[src/rtl/core/mm_pkg.sv]
package mm_pkg;

  // default largest matrix dimension
  localparam int unsigned MAX_DIM_DEF = 8;

  localparam int unsigned DIM_W     = 4;
  localparam int unsigned IDX_W     = 3;
  localparam int unsigned ELEM_W    = 16;
  localparam int unsigned PROD_W    = 32;
  localparam int unsigned ACC_W     = 36;
  localparam int unsigned CFG_IDX_W = 2;

  // item opcodes
  localparam logic [1:0] OP_LOAD_A = 2'd0;
  localparam logic [1:0] OP_LOAD_B = 2'd1;
  localparam logic [1:0] OP_RUN    = 2'd2;

  // register indexes
  localparam logic [CFG_IDX_W-1:0] REG_ROWS_A    = 2'd0;
  localparam logic [CFG_IDX_W-1:0] REG_INNER_DIM = 2'd1;
  localparam logic [CFG_IDX_W-1:0] REG_COLS_B    = 2'd2;

  typedef struct packed {
    logic [1:0]              op;
    logic [IDX_W-1:0]        row_index;
    logic [IDX_W-1:0]        col_index;
    logic signed [ELEM_W-1:0] element;
  } mm_item_t;

  typedef struct packed {
    logic [IDX_W-1:0]         out_row;
    logic [IDX_W-1:0]         out_col;
    logic signed [PROD_W-1:0] product;
    logic                     last;
    logic                     range_error;
  } mm_result_t;

  // tag that travels with one multiply-accumulate step
  typedef struct packed {
    logic             valid;
    logic             first;
    logic             last_k;
    logic             last_all;
    logic [IDX_W-1:0] row;
    logic [IDX_W-1:0] col;
  } mm_tag_t;

  function automatic logic [DIM_W-1:0] eff_dim(input logic [DIM_W-1:0] v,
                                               input logic [DIM_W-1:0] max_dim);
    logic [DIM_W-1:0] r;
    if (v == '0) begin
      r = DIM_W'(1);
    end else if (v > max_dim) begin
      r = max_dim;
    end else begin
      r = v;
    end
    return r;
  endfunction

endpackage

[src/rtl/core/mm_ram.sv]
module mm_ram #(
  parameter int unsigned WIDTH = 16,
  parameter int unsigned DEPTH = 64,
  localparam int unsigned AW = (DEPTH > 1) ? $clog2(DEPTH) : 1
) (
  input  logic             clk,
  input  logic             we,
  input  logic [AW-1:0]    waddr,
  input  logic [WIDTH-1:0] wdata,
  input  logic             re,
  input  logic [AW-1:0]    raddr,
  output logic [WIDTH-1:0] rdata
);

  logic [WIDTH-1:0] mem [DEPTH];

  always_ff @(posedge clk) begin
    if (we) begin
      mem[waddr] <= wdata;
    end
    if (re) begin
      rdata <= mem[raddr];
    end
  end

endmodule

[src/rtl/core/mm_mac.sv]
module mm_mac (
  input  logic                             clk,
  input  logic                             rst,
  input  logic                             en,
  input  mm_pkg::mm_tag_t                  tag_in,
  input  logic signed [mm_pkg::ELEM_W-1:0] a,
  input  logic signed [mm_pkg::ELEM_W-1:0] b,
  output mm_pkg::mm_tag_t                  done_tag,
  output logic                             done,
  output logic signed [mm_pkg::PROD_W-1:0] sum
);
  import mm_pkg::*;

  mm_tag_t                  m_tag;
  logic signed [PROD_W-1:0] m_prod;
  logic signed [ACC_W-1:0]  acc;
  logic signed [ACC_W-1:0]  acc_next;
  logic [ACC_W-PROD_W:0]    acc_hi;

  // multiply stage, then accumulate
  always_ff @(posedge clk) begin
    if (rst) begin
      m_tag <= '0;
    end else if (en) begin
      m_tag  <= tag_in;
      m_prod <= a * b;
      if (m_tag.valid) begin
        acc <= acc_next;
      end
    end
  end

  always_comb begin
    acc_next = (m_tag.first ? '0 : acc) + ACC_W'(m_prod);
    acc_hi   = acc_next[ACC_W-1:PROD_W-1];
    // saturate to 32 bits
    if (acc_hi == '0 || acc_hi == '1) begin
      sum = acc_next[PROD_W-1:0];
    end else if (acc_next[ACC_W-1]) begin
      sum = {1'b1, {(PROD_W-1){1'b0}}};
    end else begin
      sum = {1'b0, {(PROD_W-1){1'b1}}};
    end
  end

  assign done_tag = m_tag;
  assign done     = m_tag.valid & m_tag.last_k;

endmodule

[src/rtl/core/matrix_multiply.sv]
// in-range load item: written to the A or B store on acceptance, no result
// out-of-range load: one error result in the output register the cycle after acceptance
// run item: one multiply-accumulate per cycle unless the result stalls, by the single
//   shared MAC unit behind the store read; input stalled until the pipeline drains
// result stall freezes the read/multiply/accumulate pipeline in place
// synchronous reset clears control and sets all sizes to 8; stores are not cleared
module matrix_multiply #(
  parameter int unsigned MAX_DIM = mm_pkg::MAX_DIM_DEF
) (
  input  logic                             clk,
  input  logic                             rst,
  input  logic                             cfg_we,
  input  logic [mm_pkg::CFG_IDX_W-1:0]     cfg_index,
  input  logic [mm_pkg::DIM_W-1:0]         cfg_data,
  input  logic                             item_valid,
  output logic                             item_stall,
  input  mm_pkg::mm_item_t                 item,
  output logic                             result_valid,
  input  logic                             result_stall,
  output mm_pkg::mm_result_t               result
);
  import mm_pkg::*;

  localparam int unsigned DEPTH = MAX_DIM * MAX_DIM;
  localparam int unsigned AW    = (DEPTH > 1) ? $clog2(DEPTH) : 1;
  localparam logic [DIM_W-1:0] DIM_MAX = DIM_W'(MAX_DIM);

  typedef enum logic {ST_IDLE, ST_RUN} state_t;

  state_t           state;
  logic [DIM_W-1:0] rows_a, inner_dim, cols_b;
  logic [DIM_W-1:0] nr, nk, nc;
  logic [IDX_W-1:0] ci, cj, ck;

  // control
  logic freeze;       // output register full and stalled
  logic pipe_busy;
  logic take;
  logic is_load;
  logic load_err;
  logic a_we, b_we;

  logic [DIM_W-1:0] lim_r, lim_c;
  logic [AW-1:0]    waddr, a_raddr, b_raddr;
  logic [ELEM_W-1:0] a_rdata, b_rdata;

  mm_tag_t iss_tag;   // tag of the step issued to the stores this cycle
  mm_tag_t r_tag;     // tag aligned with store read data
  mm_tag_t done_tag;
  logic    mac_done;
  logic signed [PROD_W-1:0] mac_sum;

  logic last_k, last_j, last_i;

  // effective sizes, out-of-range values saturate into 1..MAX_DIM
  assign nr = eff_dim(rows_a, DIM_MAX);
  assign nk = eff_dim(inner_dim, DIM_MAX);
  assign nc = eff_dim(cols_b, DIM_MAX);

  // configuration registers
  always_ff @(posedge clk) begin
    if (rst) begin
      rows_a    <= DIM_W'(8);
      inner_dim <= DIM_W'(8);
      cols_b    <= DIM_W'(8);
    end else if (cfg_we) begin
      case (cfg_index)
        REG_ROWS_A:    rows_a    <= cfg_data;
        REG_INNER_DIM: inner_dim <= cfg_data;
        REG_COLS_B:    cols_b    <= cfg_data;
        default:       ;
      endcase
    end
  end

  // load range check
  assign is_load  = (item.op == OP_LOAD_A) || (item.op == OP_LOAD_B);
  assign lim_r    = (item.op == OP_LOAD_A) ? nr : nk;
  assign lim_c    = (item.op == OP_LOAD_A) ? nk : nc;
  assign load_err = is_load && ((DIM_W'(item.row_index) >= lim_r) ||
                                (DIM_W'(item.col_index) >= lim_c));

  assign freeze    = result_valid & result_stall;
  assign pipe_busy = r_tag.valid | done_tag.valid;

  // an error item needs the output slot; in-range loads pass while a result waits
  assign item_stall = (state != ST_IDLE) | pipe_busy | (freeze & load_err);
  assign take       = item_valid & ~item_stall;

  assign a_we  = take && (item.op == OP_LOAD_A) && !load_err;
  assign b_we  = take && (item.op == OP_LOAD_B) && !load_err;
  assign waddr = AW'(item.row_index * MAX_DIM + item.col_index);

  // issue addresses: A[i][k], B[k][j]
  assign a_raddr = AW'(ci * MAX_DIM + ck);
  assign b_raddr = AW'(ck * MAX_DIM + cj);

  assign last_k = (DIM_W'(ck) == nk - DIM_W'(1));
  assign last_j = (DIM_W'(cj) == nc - DIM_W'(1));
  assign last_i = (DIM_W'(ci) == nr - DIM_W'(1));

  always_comb begin
    iss_tag.valid    = (state == ST_RUN);
    iss_tag.first    = (ck == '0);
    iss_tag.last_k   = last_k;
    iss_tag.last_all = last_i & last_j;
    iss_tag.row      = ci;
    iss_tag.col      = cj;
  end

  mm_ram #(.WIDTH(ELEM_W), .DEPTH(DEPTH)) u_a_store (
    .clk   (clk),
    .we    (a_we),
    .waddr (waddr),
    .wdata (item.element),
    .re    (~freeze),
    .raddr (a_raddr),
    .rdata (a_rdata)
  );

  mm_ram #(.WIDTH(ELEM_W), .DEPTH(DEPTH)) u_b_store (
    .clk   (clk),
    .we    (b_we),
    .waddr (waddr),
    .wdata (item.element),
    .re    (~freeze),
    .raddr (b_raddr),
    .rdata (b_rdata)
  );

  // tag follows the store read latency
  always_ff @(posedge clk) begin
    if (rst) begin
      r_tag <= '0;
    end else if (!freeze) begin
      r_tag <= iss_tag;
    end
  end

  mm_mac u_mac (
    .clk      (clk),
    .rst      (rst),
    .en       (~freeze),
    .tag_in   (r_tag),
    .a        (a_rdata),
    .b        (b_rdata),
    .done_tag (done_tag),
    .done     (mac_done),
    .sum      (mac_sum)
  );

  // sequencer, index counters and output register
  always_ff @(posedge clk) begin
    if (rst) begin
      state        <= ST_IDLE;
      ci           <= '0;
      cj           <= '0;
      ck           <= '0;
      result_valid <= 1'b0;
    end else begin
      case (state)
        ST_IDLE: begin
          if (take && item.op == OP_RUN) begin
            state <= ST_RUN;
            ci    <= '0;
            cj    <= '0;
            ck    <= '0;
          end
        end
        ST_RUN: begin
          if (!freeze) begin
            if (!last_k) begin
              ck <= ck + IDX_W'(1);
            end else begin
              ck <= '0;
              if (!last_j) begin
                cj <= cj + IDX_W'(1);
              end else begin
                cj <= '0;
                if (!last_i) begin
                  ci <= ci + IDX_W'(1);
                end else begin
                  state <= ST_IDLE;
                end
              end
            end
          end
        end
        default: state <= ST_IDLE;
      endcase

      if (!freeze) begin
        if (mac_done) begin
          result_valid       <= 1'b1;
          result.out_row     <= done_tag.row;
          result.out_col     <= done_tag.col;
          result.product     <= mac_sum;
          result.last        <= done_tag.last_all;
          result.range_error <= 1'b0;
        end else if (take && load_err) begin
          result_valid       <= 1'b1;
          result.out_row     <= item.row_index;
          result.out_col     <= item.col_index;
          result.product     <= '0;
          result.last        <= 1'b1;
          result.range_error <= 1'b1;
        end else begin
          result_valid <= 1'b0;
        end
      end
    end
  end

endmodule

[config.mk]
export PLATFORM = sky130hd
export DESIGN_NAME = matrix_multiply
export DESIGN_NICKNAME = d
export VERILOG_FILES = /design/src/rtl/core/mm_pkg.sv /design/src/rtl/core/mm_ram.sv /design/src/rtl/core/mm_mac.sv /design/src/rtl/core/matrix_multiply.sv
export SDC_FILE = /design/constraint.sdc
export NUM_CORES = 2
export LEC_CHECK = 0
export BUFFER_PORTS_ARGS = -buffer_cell sky130_fd_sc_hd__buf_2
export CAP_MARGIN = 20
export CORE_AREA = 4 4 429 431
export DETAILED_ROUTE_END_ITERATION = 10
export DIE_AREA = 0 0 433 435
export HOLD_SLACK_MARGIN = 0.05
export PLACE_DENSITY_LB_ADDON = 0.05
export SETUP_SLACK_MARGIN = 0.1
export SLEW_MARGIN = 20
export SYNTH_ARGS = -nofsm -noshare
export SYNTH_HDL_FRONTEND = slang
export SYNTH_SLANG_ARGS = --single-unit
export TNS_END_PERCENT = 100
[constraint.sdc]
create_clock -name clk -period 18.5 [get_ports clk]
set_input_delay 3.7 -clock clk [delete_from_list [all_inputs] [get_ports clk]]
set_output_delay 3.7 -clock clk [all_outputs]
set_load 0.02 [all_outputs]
==> impl_results.md <==
* Hold Crit Class: reg -> reg
* DR pass1 iterations at 5
* Yosys cell types at 75
* Global-route wire length before repair at approximately 340 mm
* Worst Tran Pin Value at around 1.2 ns
* CTS buffer count at ~220
* Vias in the first global route at about 47,000
* Outcome: finished, final reports clean
* Post-CTS Setup Inserts at 0
* Clock skew at ~0.078 ns
* Port bufs at 76
* Number of flops mapped to enable cells by yosys at between 2,000 and 2,500
* H-tree levels at 4
* Post-CTS resize count at 0
* Placed Instance Area at between 100,000 and 150,000 um^2
* Most common flop cell mapped by yosys: edfxtp_1
* Clk Latency, worst-skew pair at around 0.9 ns
* CTS Hold Bufs at 0
* RSZ-0062 raised after global routing: no
* Worst Setup Start Kind: primary input
* Synthesized instance count at between 4,000 and 5,000
* Critical path required time at about 15 ns
* Synth async-reset ratio at 0%
* Highest-count cells in the layout ignoring fill and taps: 2,188 x edfxtp_1, 672 x mux4_2, 361 x inv_1, 263 x fa_1, 227 x clkbuf_16
* Synth Register Bits at 2,231
* Gr usage total at 25.4%
* FF-to-FF path depth at 23
* Nets@finish at between 5,000 and 6,000
* Clk buf depth at 3
* Setup CP Type: in -> out
* Drt total wl at ~240 mm
* Final hold viol count at 0
* Drt initial violations at between 5,000 and 6,000
* Die Y at roughly 440 um
* DIE AREA at about 190,000 um^2
* Largest net degree at the start of global routing at 96
* Max capacitance violation total at 0
* WP data arrival at slightly below 7 ns
* Area of the core at 180,000 um^2
* Fraction of layout cells with a size suffix above 1 at 24.8%
* Reg area at roughly 67,000 um^2
* PD cells at 140 nW/um^2
* Avg Inst Size Synth at around 20 um^2
* Clk root buf: clkbuf_16
* Routed Antenna Nets at 0
* Commonest non-fill, non-tap cell in the layout: edfxtp_1
* Reg-to-reg endpoint: u_mac.m_prod[31]
* Peak VDD IR at roughly 0.28 mV
* Area of the mapped netlist at 96,800 um^2
* DIE WIDTH at 433 um
* Critical Path Sink: item_stall
* CP Capture Type: output port
* Final setup fails at 0
* Reg2reg setup slack at ~11 ns
* R2R Path Start: u_a_store.rdata[7]
* Starting Density at around 54%
* Crit share post-route at a little under three fifths
* Via/cell ratio at 6.12
* I/O pins at 77
* Post-synthesis sequential area ratio at 68.8%
* Clk sinks at approximately 2,200
* P&R area growth vs syn at 11.4%
* Routed WL per cell at approximately 31 um
* Leakage power at 0.0352 uW
* Fillers at 13,000
* Site Rows at ~160
* Worst-path clk slew at 0.06 ns
* DP Wirelength at approximately 150 mm
* DRC at 0
* Crit-path max FO at 14
* Number of antenna violations at the first check in global routing at 21
* Fin area at between 100,000 and 150,000 um^2
* Slew headroom at around 23%
* Crit. Startpoint: item[23]
* Tot Pwr at roughly 15,000 uW
* Routed vias at between 40,000 and 50,000
* Grt ovf at 0
* Synth Warn # at 0
* Mapped Nets at 5,372
* Multi-input logic area at between 20,000 and 30,000 um^2
* Hold slack at 0.405 ns
* Min Tclk post-route at 10.53 ns
* CTS tree: yes
* Final Slew Violations at 0
* Total negative slack at 0 ns
* Hold Path Origin: r_tag[5]
* GPL Wtd Cong at approximately 0.87
* Fmax at 0.0950 GHz
cell usage after synthesis, types with 3 or more instances:
library cell / count / area, um^2
xor2_1: 24 / 210
a211oi_1: 5 / 37.5
o2111ai_1: 3 / 26.3
dfxtp_1: 43 / 861
o21a_1: 14 / 105
fa_1: 263 / 5270
o21ai_2: 29 / 254
nor3_1: 19 / 95.1
o21bai_1: 10 / 75.1
nand4_1: 7 / 43.8
nor4_1: 5 / 31.3
mux4_2: 672 / 15100
nand3b_1: 8 / 60.1
a31oi_1: 7 / 43.8
and3_1: 5 / 31.3
nand3_1: 33 / 165
and2_1: 125 / 782
a211o_1: 6 / 52.6
inv_1: 362 / 1360
o211ai_1: 3 / 22.5
buf_1: 66 / 248
mux2_2: 6 / 67.6
a21oi_1: 82 / 410
buf_6: 4 / 45.0
buf_2: 11 / 55.1
xnor2_1: 56 / 490
o22ai_1: 3 / 18.8
clkbuf_1: 145 / 544
nor2_1: 210 / 788
o21ai_1: 4 / 20.0
o21ai_0: 38 / 190
ha_1: 130 / 1630
edfxtp_1: 2188 / 65700
a21o_1: 15 / 113
nor2b_1: 44 / 275
nand2_1: 219 / 822
nand2b_1: 13 / 81.3
o221ai_1: 3 / 26.3
or3_1: 4 / 25.0
mux2i_1: 15 / 150
worst min path at each step:
| stage | to | slack [ns] | cells past startpoint |
|---|---|---|---|
| 6_report | u_mac.done_tag[5] | 0.40 | 2 |
| 3_5_place_dp | r_tag[6] | 0.45 | 2 |
| 3_3_place_gp | u_mac.done_tag[6] | 0.43 | 2 |
| 2_1_floorplan | u_mac.done_tag[6] | 0.43 | 2 |
| 4_1_cts | u_mac.done_tag[5] | 0.41 | 2 |
| 5_1_grt | u_mac.done_tag[5] | 0.45 | 2 |
area by class of cell:
cell class                 instances  area share (%)
timing repair buffer             232            1.51
sequential                      2231            61.8
antenna                            6          0.0139
clock buffer                     275            5.45
tap                             2370            2.75
inverter                         362            1.26
clock inverter                   136            1.20
multi-input combinational       2122            26.0
cell families (layout without fill, tap and decap cells):
| group | after synthesis | after routing | share of synthesized area (%) |
|---|---|---|---|
| compound gates | 248 | 248 | 1.73 |
| xor+xnor | 80 | 80 | 0.724 |
| fa+ha+maj | 393 | 393 | 7.12 |
| buf+inv | 591 | 1005 | 2.35 |
| flops | 2231 | 2231 | 68.8 |
| mux | 693 | 693 | 15.9 |
| other cells | 0 | 6 | 0 |
| simple gates | 708 | 708 | 3.46 |
flip-flops by register name (all words and copies together) (netlist names), 4 cells and up:
| name | flops |
|---|---|
| u_a_store.mem | 1024 |
| u_b_store.mem | 1024 |
| result | 40 |
| u_mac.acc | 36 |
| u_mac.m_prod | 32 |
| u_a_store.rdata | 16 |
| u_b_store.rdata | 16 |
| r_tag | 10 |
| u_mac.done_tag | 10 |
| cols_b | 4 |
| inner_dim | 4 |
| rows_a | 4 |
through the flow:
step	cells	utilization (%)	setup WS, ns
final	7734	59.8	7.97
after global routing	7732	59.8	7.76
after CTS	7726	59.8	7.91
after detailed placement	7315	55.8	7.91
after global placement	7315	55.8	7.94
after floorplan	4944	-	8.92
worst max-delay path, cell delays in order:
cell and delay (ns):
buf_2 0.14, nor2_1 0.74, mux2i_1 0.28, ha_1 0.24, nand2b_1 0.14, a21o_1 0.18
a21oi_1 0.19, mux2i_1 0.10, a221oi_1 0.53, o31ai_1 0.33, buf_2 0.26
per-layer routing:
metal	part of all wire (%)	GRT usage [%]	vias up
met5	0	0	-
met4	2.2	6.10	0
met3	7.0	3.65	279
met2	47	38.4	1714
met1	44	39.9	25500
li1	-	-	19800
where the power goes:
part | switching (uW) | internal [uW]
Clock | 1920 | 2520
Sequential | 72.1 | 5850
Combinational | 2770 | 1940
Total | 4760 | 10300
(Power assumes the default switching activity.)
